$ cat config.mk
export PLATFORM = sky130hd
export DESIGN_NAME = sfla_ctrl
export DESIGN_NICKNAME = d
export VERILOG_FILES = /design/src/sfla_pkg.sv /design/src/sfla_ctrl.sv
export SDC_FILE = /design/constraint.sdc
export NUM_CORES = 1
export LEC_CHECK = 0
export BUFFER_PORTS_ARGS = -buffer_cell sky130_fd_sc_hd__buf_2
export CORE_MARGIN = 5
export CORE_UTILIZATION = 35
export DETAILED_ROUTE_END_ITERATION = 16
export GPL_ROUTABILITY_DRIVEN = 0
export MAX_ROUTING_LAYER = met4
export PLACE_DENSITY = 0.57
export RECOVER_POWER = 25
export SLEW_MARGIN = 30
export SYNTH_ARGS = -nofsm -noshare
export SYNTH_HDL_FRONTEND = slang
export SYNTH_SLANG_ARGS = --single-unit
$ cat constraint.sdc
create_clock -name clk -period 1.8 [get_ports clk]
set_input_delay 0.27 -clock clk [delete_from_list [all_inputs] [get_ports clk]]
set_output_delay 0.27 -clock clk [all_outputs]
set_load 0.005 [all_outputs]
$ cat src/sfla_pkg.sv
// shared types, constants and helpers for the segregated free list allocator
package sfla_pkg;

  localparam int HEAP_BYTES    = 65536;
  localparam int GRANULE_BYTES = 8;
  localparam int HEADER_BYTES  = 32;
  localparam int SIZE_CLASSES  = 10;
  localparam int MIN_PAYLOAD   = 16;
  localparam int ENTRIES       = HEAP_BYTES / GRANULE_BYTES;
  localparam int ADDR_W        = $clog2(ENTRIES);
  localparam int IDX_W         = ADDR_W + 1;
  localparam int CLS_W         = $clog2(SIZE_CLASSES);
  localparam int QSLOTS        = 4;

  localparam logic [IDX_W-1:0] NIL      = IDX_W'(ENTRIES);
  localparam logic [15:0]      INIT_LEN = 16'(HEAP_BYTES - HEADER_BYTES);

  // result status codes
  localparam logic [2:0] STAT_OK       = 3'd0;
  localparam logic [2:0] STAT_NULL     = 3'd1;
  localparam logic [2:0] STAT_TOO_BIG  = 3'd2;
  localparam logic [2:0] STAT_OOM      = 3'd3;
  localparam logic [2:0] STAT_OUTSIDE  = 3'd4;
  localparam logic [2:0] STAT_NOT_HDR  = 3'd5;
  localparam logic [2:0] STAT_DBL_FREE = 3'd6;
  localparam logic [2:0] STAT_DISABLED = 3'd7;

  // operation codes
  localparam logic OP_ALLOC = 1'b0;
  localparam logic OP_FREE  = 1'b1;

  // link field selectors for patches
  localparam logic [1:0] FLD_NC = 2'd0;
  localparam logic [1:0] FLD_PC = 2'd1;
  localparam logic [1:0] FLD_PP = 2'd2;

  // sequencer steps
  localparam logic [4:0] ST_CLR     = 5'd0;
  localparam logic [4:0] ST_IDLE    = 5'd1;
  localparam logic [4:0] ST_DEC     = 5'd2;
  localparam logic [4:0] ST_SCAN    = 5'd3;
  localparam logic [4:0] ST_A_CHK   = 5'd4;
  localparam logic [4:0] ST_A_TAKE  = 5'd5;
  localparam logic [4:0] ST_A_SPLIT = 5'd6;
  localparam logic [4:0] ST_A_FIN   = 5'd7;
  localparam logic [4:0] ST_F_CHK   = 5'd8;
  localparam logic [4:0] ST_F_N     = 5'd9;
  localparam logic [4:0] ST_F_P0    = 5'd10;
  localparam logic [4:0] ST_F_P     = 5'd11;
  localparam logic [4:0] ST_F_INS_P = 5'd12;
  localparam logic [4:0] ST_F_WE    = 5'd13;
  localparam logic [4:0] ST_F_INS_E = 5'd14;
  localparam logic [4:0] ST_DRAIN   = 5'd15;
  localparam logic [4:0] ST_DR_RD   = 5'd16;
  localparam logic [4:0] ST_DR_WR   = 5'd17;
  localparam logic [4:0] ST_FIN     = 5'd18;

  typedef struct packed {
    logic        op;
    logic [19:0] request_size;
    logic [15:0] payload_offset;
  } in_item_t;

  typedef struct packed {
    logic [2:0]  status;
    logic [15:0] granted_offset;
    logic [16:0] used_bytes;
  } out_item_t;

  // one heap entry, one per granule
  typedef struct packed {
    logic [15:0]      len;
    logic             hdr_mark;
    logic             free_mark;
    logic [IDX_W-1:0] next_phys;
    logic [IDX_W-1:0] prev_phys;
    logic [IDX_W-1:0] next_cls;
    logic [IDX_W-1:0] prev_cls;
  } ent_t;

  localparam int ENT_W = $bits(ent_t);

  typedef struct packed {
    logic             vld;
    logic [IDX_W-1:0] addr;
    logic [1:0]       fld;
    logic [IDX_W-1:0] val;
  } patch_t;

  typedef struct packed {
    logic [4:0] step;
  } cmd_t;

  typedef struct packed {
    logic dec_fail;
    logic is_free;
    logic h_nil;
    logic cls_last;
    logic fit;
    logic nxt_nil;
    logic split;
    logic chk_fail;
    logic np_nil;
    logic pp_nil;
    logic p_free;
    logic clr_last;
    logic pending;
    logic more;
    logic out_busy;
  } sts_t;

  // size class of a payload length
  function automatic logic [CLS_W-1:0] class_of(input logic [16:0] len);
    logic [CLS_W-1:0] res;
    logic             found;
    res   = CLS_W'(SIZE_CLASSES - 1);
    found = 1'b0;
    for (int k = 0; k < SIZE_CLASSES - 1; k++) begin
      if (!found && ({1'b0, len} <= (18'd32 << k))) begin
        res   = CLS_W'(k);
        found = 1'b1;
      end
    end
    return res;
  endfunction

endpackage

$ cat src/sfla_ctrl.sv
// sequencer for allocation, free, patch drain and clearing pass
module sfla_ctrl (
  input  logic          clk,
  input  logic          rst,
  input  logic          in_valid,
  input  sfla_pkg::sts_t sts,
  output sfla_pkg::cmd_t cmd
);
  import sfla_pkg::*;

  logic [4:0] state, state_next;
  logic [4:0] ret, ret_next;

  // next step
  always_comb begin
    state_next = state;
    ret_next   = ret;
    unique case (state)
      ST_CLR:     if (sts.clr_last) state_next = ST_IDLE;
      ST_IDLE:    if (in_valid) state_next = ST_DEC;
      ST_DEC: begin
        if (sts.dec_fail) state_next = ST_FIN;
        else if (sts.is_free) state_next = ST_F_CHK;
        else state_next = ST_SCAN;
      end
      ST_SCAN: begin
        if (!sts.h_nil) state_next = ST_A_CHK;
        else if (sts.cls_last) state_next = ST_FIN;
      end
      ST_A_CHK: begin
        if (sts.fit) state_next = ST_A_TAKE;
        else if (sts.nxt_nil) state_next = sts.cls_last ? ST_FIN : ST_SCAN;
      end
      ST_A_TAKE:  state_next = sts.split ? ST_A_SPLIT : ST_A_FIN;
      ST_A_SPLIT: state_next = ST_A_FIN;
      ST_A_FIN: begin
        state_next = ST_DRAIN;
        ret_next   = ST_FIN;
      end
      ST_F_CHK: begin
        if (sts.chk_fail) state_next = ST_FIN;
        else if (sts.np_nil) state_next = ST_F_P0;
        else state_next = ST_F_N;
      end
      ST_F_N: begin
        state_next = ST_DRAIN;
        ret_next   = ST_F_P0;
      end
      ST_F_P0:    state_next = sts.pp_nil ? ST_F_INS_E : ST_F_P;
      ST_F_P:     state_next = sts.p_free ? ST_F_INS_P : ST_F_INS_E;
      ST_F_INS_P: state_next = ST_F_WE;
      ST_F_WE, ST_F_INS_E: begin
        state_next = ST_DRAIN;
        ret_next   = ST_FIN;
      end
      ST_DRAIN:   state_next = sts.pending ? ST_DR_RD : ret;
      ST_DR_RD:   state_next = ST_DR_WR;
      ST_DR_WR:   state_next = sts.more ? ST_DR_RD : ret;
      ST_FIN:     if (!sts.out_busy) state_next = ST_IDLE;
      default:    state_next = ST_IDLE;
    endcase
  end

  // state registers
  always_ff @(posedge clk) begin
    if (rst) begin
      state <= ST_CLR;
      ret   <= ST_FIN;
    end else begin
      state <= state_next;
      ret   <= ret_next;
    end
  end

  assign cmd.step = state;

endmodule

* After elaboration in Yosys (flattened, before gate mapping)
Cells that the tools add are included.
Word-level totals: bits in registers 10, latch bits 0, RAM bits 0, ROM bits 0, input bits 18, output and inout bits 5, word-level logic and storage cells 49, memories kept 0
Cells by class: $add $sub $neg 0, $mul 0, div/mod/pow operators 0, magnitude comparators 0, eq/ne operators 23, shift-type cells 0, muxes and demuxes 19, bitwise operators 0, reductions and logical operators 5
Operator list (number):
- $pmux 5 s16 | 1
- $mux 5 | 12
- $eq 5x4->1 const B | 8
- $eq 5x3->1 const B | 4
- $eq 5x5->1 const B | 3
- $eq 5x2->1 const B | 2
- $pmux 5 s2 | 1
- $ne 2x2->1 const B | 3
- $ne 3x3->1 const B | 2
- $eq 5x1->1 const B | 1
- $logic_not 5->1 | 1
- $reduce_and 5->1 | 1
- $mux 2 | 2
- $mux 4 | 1
- $reduce_or 4->1 | 1
- $mux 3 | 1
- $reduce_or 3->1 | 1
- $reduce_bool 2->1 | 1
- $mux 1 | 1

* Longest topological paths before layout
Gate-level depths: netlist of the first run.
depth after elaboration 4, depth in mapped cells 7, depth with buffers taken out 5

* Least setup slack after synthesis of the first run
No wires, ideal clock.
path type reg-to-reg, start register state[0] (netlist: cmd[0]), end register state[1] (netlist: cmd[1]), library setup time 131 ps, arrival 1258 ps, data required time 1669 ps, slack 411 ps, stages on the path, launching flop included 8, path buffers 2, period minus slack after synthesis 1389 ps, cells stage by stage dfxtp_1 -> buf_2 -> buf_2 -> a22oi_1 -> nor2_1 -> o21ai_0 -> nor4b_1 -> o32ai_1
Between the ends: cells in the longest elaborated chain, start to end 3, elaborated cells on any way between the ends 27, those cells by class eq/ne (23); mux (1); reduce/logical (3)
Ends and longest elaborated chain:
- start: declaration | line sfla_ctrl.sv:11 | logic [4:0] state, state_next;
- start signal: assignment | line sfla_ctrl.sv:70 | state <= state_next;
- $eq 5x4->1, or another cell as far along | line sfla_ctrl.sv:18 | unique case (state)
- $reduce_or 4->1 (no source line), or another cell as far along
- $pmux 5 s16 / $reduce_and 5->1 (equally long branches)
Several ways; a longest one is shown, not always the timed one. A chain may end at the register's enable or synchronous reset.

* Final worst setup path of the first run
start register state[0] (netlist: cmd[0]), end register state[2] (netlist: cmd[2])
Same word-level chain as after synthesis.

==> metrics.md, run 1 <==
| Metric | Value |
|---|---|
| I/O pin count | `23` |
| GRT Total Usage | `15.64%` |
| CTS resizes | `0` |
| Sequential area share after synthesis | `18.18%` |
| Initial antenna violation count | `0` |
| Ys Warns | `0` |
| Slowest cell on the critical path | `dfxtp_1` |
| Nets@finish | `160` |
| WL met2 | `1193 um` |
| Fill count | `232` |
| Area grow syn2layout | `23.21%` |
| Peak fanout along the critical path | `9` |
| I/O Buffers | `22` |
| Post-CTS Setup Bufs | `0` |
| Die Y | `about 57 um` |
| CTS Sinks | `7` |
| CTS tree | `yes` |
| Max Cap Viol | `0` |
| Die W | `around 57 um` |
| CP endpoint kind | `flip-flop` |
| Leading cell types by count after synthesis | `13 x nand2_1, 8 x nor2_1, 8 x nor3_1, 8 x o21ai_0` |
| Worst-case clock buffer depth | `2` |
| Design Area, Final | `949.7 um^2` |
| Setup Viol. Count Final | `0` |
| Netlist Area Pre-Place | `770.7 um^2` |
| Row Count | `17` |
| # hold bufs at CTS | `0` |
| Starting Density | `35.88%` |
| Static leakage | `0.3818 nW` |
| Final WL | `2446 um` |
| Worst-Margin Slew | `between 0.3 and 0.4 ns` |
| Placed cell area | `923.4 um^2` |
| Worst VDD drop | `between 400 and 500 uV` |
| Clock Latency Late Sink | `0.26 ns` |
| Fin. Hold Viols | `0` |
| Avg WL per Cell | `14.47 um` |
| Layout cells sized above 1 | `25.53%` |
| DRT iter0 DRCs | `49` |
| Final worst-path setup slack | `0.1276 ns` |
| Fmax | `597.9 MHz` |
| Synth cell types | `38` |
| Met3 WL | `186 um` |
| Setup TNS | `0 ns` |
| Worst slack, placed | `about 0.12 ns` |
| Max_slew headroom | `73.39%` |
| CP max stage delay | `roughly 0.49 ns` |
| Post-synth EDFFs | `0` |
| Async S/R FF share, synth | `0%` |
| TritonCTS Buffers | `3` |
| Router iterations before antenna repair | `4` |
| HP Class | `input port to flip-flop` |
| Worst EP required | `about 2.0 ns` |
| Setup CP Type | `flip-flop to flip-flop` |
| First-pass GRT wire length | `3898 um` |
| Synth Flop Type | `dfxtp_1` |
| Most numerous cell in the Yosys netlist | `nand2_1` |
| Critical-path cell list | `buf_4, nor3b_1, a31oi_1, o32ai_1, o21ai_0, a21oi_1` |
| Crit start category | `flip-flop` |
| Fin crit share | `92.91%` |
| Cells after Synth | `117` |
| DRT antenna net count | `0` |
| CTS clk-pin slew, worst paths | `0.06 ns` |
| WP data arrival | `between 1.5 and 2 ns` |
| Post-Syn Nets | `roughly 140` |
| Die Area | `0.003240 mm^2` |
| Outcome | `complete, no violations` |
| Diodes inserted | `0` |
| Pwr/cell area | `approximately 570 mW/mm^2` |
| GRT overflow | `0` |
| #FFs+latches synth | `7` |
| DR vias | `991` |
| Core Region | `0.002148 mm^2` |
| Root cell of the clock tree | `clkbuf_4` |
| Synth area leaders | `dfxtp_1 18%, nand2_1 6.3%, nor3_1 5.2%` |
| DR top layer | `met4` |
| Vias per inst | `5.864` |
| CP top delay family | `compound AO/OA/AOI/OAI gates` |
| Drt drc | `0` |
| Area leader, netlist | `dfxtp_1` |
| Total chip power | `0.5456 mW` |
| Depth of the CTS H-tree | `1` |
| Skew final | `0.009012 ns` |
| RSZ-0062 raised after global routing | `no` |
| Wire length on met1 | `1018 um` |
| Vias in the first global route | `between 800 and 900` |
| HPWL after DPL | `about 1900 um` |
| Largest net degree at the start of global routing | `16` |
| Max Slew Vio Count | `0` |
| Avg Cell Area, Syn | `6.588 um^2` |
| Buf/Inv on CP | `1` |
| Final min period | `1.672 ns` |
| Post-synth top area share | `18.18%` |
==> through the flow <==
step,hold WS (ns),cells,util [%]
after global routing,0.2882,169,44.21
final,0.2839,169,44.21
after detailed placement,0.4549,165,42.98
after floorplan,0.4406,117,-
after global placement,0.4496,165,42.98
after CTS,0.2896,169,44.21
==> path summary, 6_finish.rpt <==
check	start	endpoint	slack (ns)	cells after the start
max	cmd[0]$_SDFFE_PP0P_	cmd[2]$_SDFFE_PP0P_	0.13	6
min	rst	cmd[2]$_SDFFE_PP0P_	0.28	2
max reg2reg	cmd[0]$_SDFFE_PP0P_	cmd[2]$_SDFFE_PP0P_	0.13	6
min reg2reg	ret[3]$_SDFFE_PP0P_	ret[3]$_SDFFE_PP0P_	0.46	1
==> sequential cells by signal, indices dropped and copies added, names as in the netlist <==
register / flops
ret: 2
cmd: 5
==> cells by family after synthesis <==
logic type,Yosys count,synth area share (%)
flops,7,18.18
simple gates,51,34.26
buf+inv,16,9.740
xor+xnor,1,1.137
compound gates,42,36.69
==> worst register-to-register path: stages (launching register included) <==
cell and delay (ns):
dfxtp_1 0.49, buf_4 0.21, nor3b_1 0.18, a31oi_1 0.06
o32ai_1 0.30, o21ai_0 0.19, a21oi_1 0.16
==> power breakdown <==
part / internal (mW) / switching, mW
clock: 0.0847 / 0.0599
combinational: 0.103 / 0.116
sequential: 0.163 / 0.0188
total: 0.351 / 0.195
==> cell usage in the layout, fill, tap and decap left out, drive strengths merged, types with 2 or more instances in the layout <==
cell type / n
clkbuf: 5
inv: 6
nor4b: 2
nand2: 13
buf: 29
and3: 3
a211oi: 5
a31oi: 6
nor3: 9
nand3: 4
a21oi: 7
dfxtp: 7
o22a: 2
nand2b: 3
o32ai: 4
nor2b: 2
a22oi: 2
nor2: 8
o21ai: 8
==> routing by layer <==
layer | track usage (%) | vias to the layer above
met2 | 23.65 | 38
li1 | - | 494
met1 | 19.32 | 453
met5 | - | -
met3 | 5.517 | 6
met4 | 4.967 | 0
==> layout make-up <==
type | instances | area (um^2) | area share (%)
tap | 28 | 35.03 | 3.689
clock buffer | 4 | 26.28 | 2.767
inverter | 6 | 22.52 | 2.372
timing repair buffer | 30 | 167.7 | 17.65
multi-input combinational | 94 | 555.5 | 58.50
sequential | 7 | 142.6 | 15.02
Note: power is estimated with default switching activity, not from simulation.
==> run 2: changes to the inputs <==
PLACE_DENSITY = default   (was 0.57)
PLACE_DENSITY_LB_ADDON = 0.15   (was default)
==> run 2 against run 1 <==
Combinational power is essentially flat. Design area is 0.26% higher. Global-route usage shrank 0.38 points. Total power fell by 0.16%. Worst hold slack worse by 0.0055 ns. Largest cell class unchanged. Highest routed layer unchanged.
==> metrics.md, run 2 (same netlist as run 1, synthesis figures left out) <==
| Metric | Value |
|---|---|
| Critical R2R Capture | `cmd[3]$_SDFFE_PP0P_` |
| Largest net degree at the start of global routing | `22` |
| Skew final | `approximately 0.002 ns` |
| Worst VDD drop | `426.2 uV` |
| Depth of the CTS H-tree | `1` |
| Hold WS | `0.2784 ns` |
| I/O Buffers | `22` |
| HP Class | `input port to flip-flop` |
| Avg WL per Cell | `14.20 um` |
| Die W | `56.93 um` |
| Switch share | `36.03%` |
| Clock power share | `roughly a quarter` |
| Max Cap Viol | `0` |
| Row Count | `17` |
| TritonCTS Buffers | `3` |
| First-pass GRT wire length | `3891 um` |
| Worst-case clock buffer depth | `2` |
| DR vias | `961` |
| Max_slew headroom | `73.39%` |
| Peak fanout along the critical path | `12` |
| Router iterations before antenna repair | `4` |
| Worst-Margin Slew | `between 0.3 and 0.4 ns` |
| Fin crit share | `between 90% and 100%` |
| RSZ-0062 raised after global routing | `no` |
| CP endpoint kind | `flip-flop` |
| Sequential share of power | `33.8%` |
| WP data arrival | `1.90 ns` |
| Root cell of the clock tree | `clkbuf_4` |
| Total chip power | `about 0.54 mW` |
| Post-CTS Setup Bufs | `0` |
| Crit start category | `flip-flop` |
| Final WL | `2400 um` |
| CP Capture Point | `cmd[3]$_SDFFE_PP0P_` |
| Diodes inserted | `0` |
| Worst reg2reg setup slack | `0.07 ns` |
| Final worst-path setup slack | `between 0.07 and 0.08 ns` |
| Buf/Inv on CP | `0` |
| Worst slack, placed | `between 0.07 and 0.08 ns` |
| DRT antenna net count | `0` |
| Most common library cell in the layout ignoring fill and taps | `buf_2` |
| Starting Density | `around 36%` |
| CP max stage delay | `~0.56 ns` |
| CTS tree | `yes` |
| HPWL after DPL | `1835 um` |
| Max reg flops | `5` |
| Fmax | `between 500 and 600 MHz` |
| CTS Sinks | `7` |
| P_sw | `0.1963 mW` |
| Initial antenna violation count | `0` |
| DRT iter0 DRCs | `40` |
| Vias per inst | `about 5.7` |
| Outcome | `complete, no violations` |
| Slowest cell on the critical path | `dfxtp_1` |
| Reg-to-reg startpoint | `cmd[0]$_SDFFE_PP0P_` |
| Die Area | `approximately 0.0032 mm^2` |
| Nets@finish | `160` |
| R2r worst-path depth | `5` |
| Drt drc | `0` |
| Setup Viol. Count Final | `0` |
| Die Y | `56.93 um` |
| Critical-path cell list | `nor2b_1, nand3_1, o32ai_1, nand2_1, a31oi_1` |
| Final min period | `1.726 ns` |
| CTS clk-pin slew, worst paths | `approximately 0.05 ns` |
| Worst setup path startpoint | `cmd[0]$_SDFFE_PP0P_` |
| Commonest cells after routing, fill and taps aside | `22 x buf_2, 13 x nand2_1` |
| Setup TNS | `0 ns` |
| Vias in the first global route | `863` |
| CP top delay family | `simple AND/OR/NAND/NOR gates` |
| Pwr/cell area | `572.1 mW/mm^2` |
| Core Region | `0.002148 mm^2` |
| GRT overflow | `0` |
| Combinational share of power | `39.7%` |
| Setup CP Type | `flip-flop to flip-flop` |
| I/O pin count | `23` |
| Fin. Hold Viols | `0` |
| Max Slew Vio Count | `0` |
| Area grow syn2layout | `23.54%` |
| CP Depth | `5` |
| Internal | `between 0.3 and 0.4 mW` |
| Worst EP required | `1.97 ns` |
| GRT Total Usage | `15.25%` |
| Layout cells sized above 1 | `26.95%` |
| Static leakage | `0.3910 nW` |
| Clock Latency Late Sink | `0.25 ns` |
==> run 2: layout make-up <==
class,count,area [um^2]
sequential,7,142.6
clock buffer,4,26.28
inverter,6,22.52
fill,232,1196
multi-input combinational,94,555.5
tap,28,35.03
timing repair buffer,30,170.2
==> run 2: repair_timing <==
item	in CTS	in global routing
hold buffers	0	0
endpoints found under the setup margin	0	4
resized for setup	0	2
==> run 2: per-layer routing <==
metal  up-vias  share of wire [%]  track usage, %
met2        22                 47           23.33
met1       443                 46           19.46
met4         0                1.5           3.974
li1        490                  -               -
met3         6                5.3           4.598
met5         -                  0               -
==> run 2: worst min path at each step <==
stage / start / end / slack (ns) / cells after the start
floorplan: ret[3]$_SDFFE_PP0P_ / ret[3]$_SDFFE_PP0P_ / 0.44 / 1
global placement: ret[3]$_SDFFE_PP0P_ / ret[3]$_SDFFE_PP0P_ / 0.46 / 1
detailed placement: ret[3]$_SDFFE_PP0P_ / ret[3]$_SDFFE_PP0P_ / 0.46 / 1
CTS: rst / cmd[3]$_SDFFE_PP0P_ / 0.28 / 2
global route: rst / cmd[3]$_SDFFE_PP0P_ / 0.29 / 2
finish: rst / cmd[3]$_SDFFE_PP0P_ / 0.28 / 2
==> run 2: per-stage QoR <==
step           util, %  cell area, um^2  instances
3_5_place_dp     42.98            923.4        165
2_1_floorplan        -            770.7        117
3_3_place_gp     42.98            923.4        165
4_1_cts          44.21            949.7        169
5_1_grt          44.32            952.2        169
6_report         44.32            952.2        169
==> run 2: power by group through the flow <==
stage               Sequential [mW]  Clock, mW  Combinational [mW]
floorplan                     0.173          0               0.161
global placement              0.185          0               0.214
detailed placement            0.186          0               0.214
CTS                           0.183      0.151               0.215
global route                  0.187      0.160               0.237
finish                        0.184      0.145               0.216
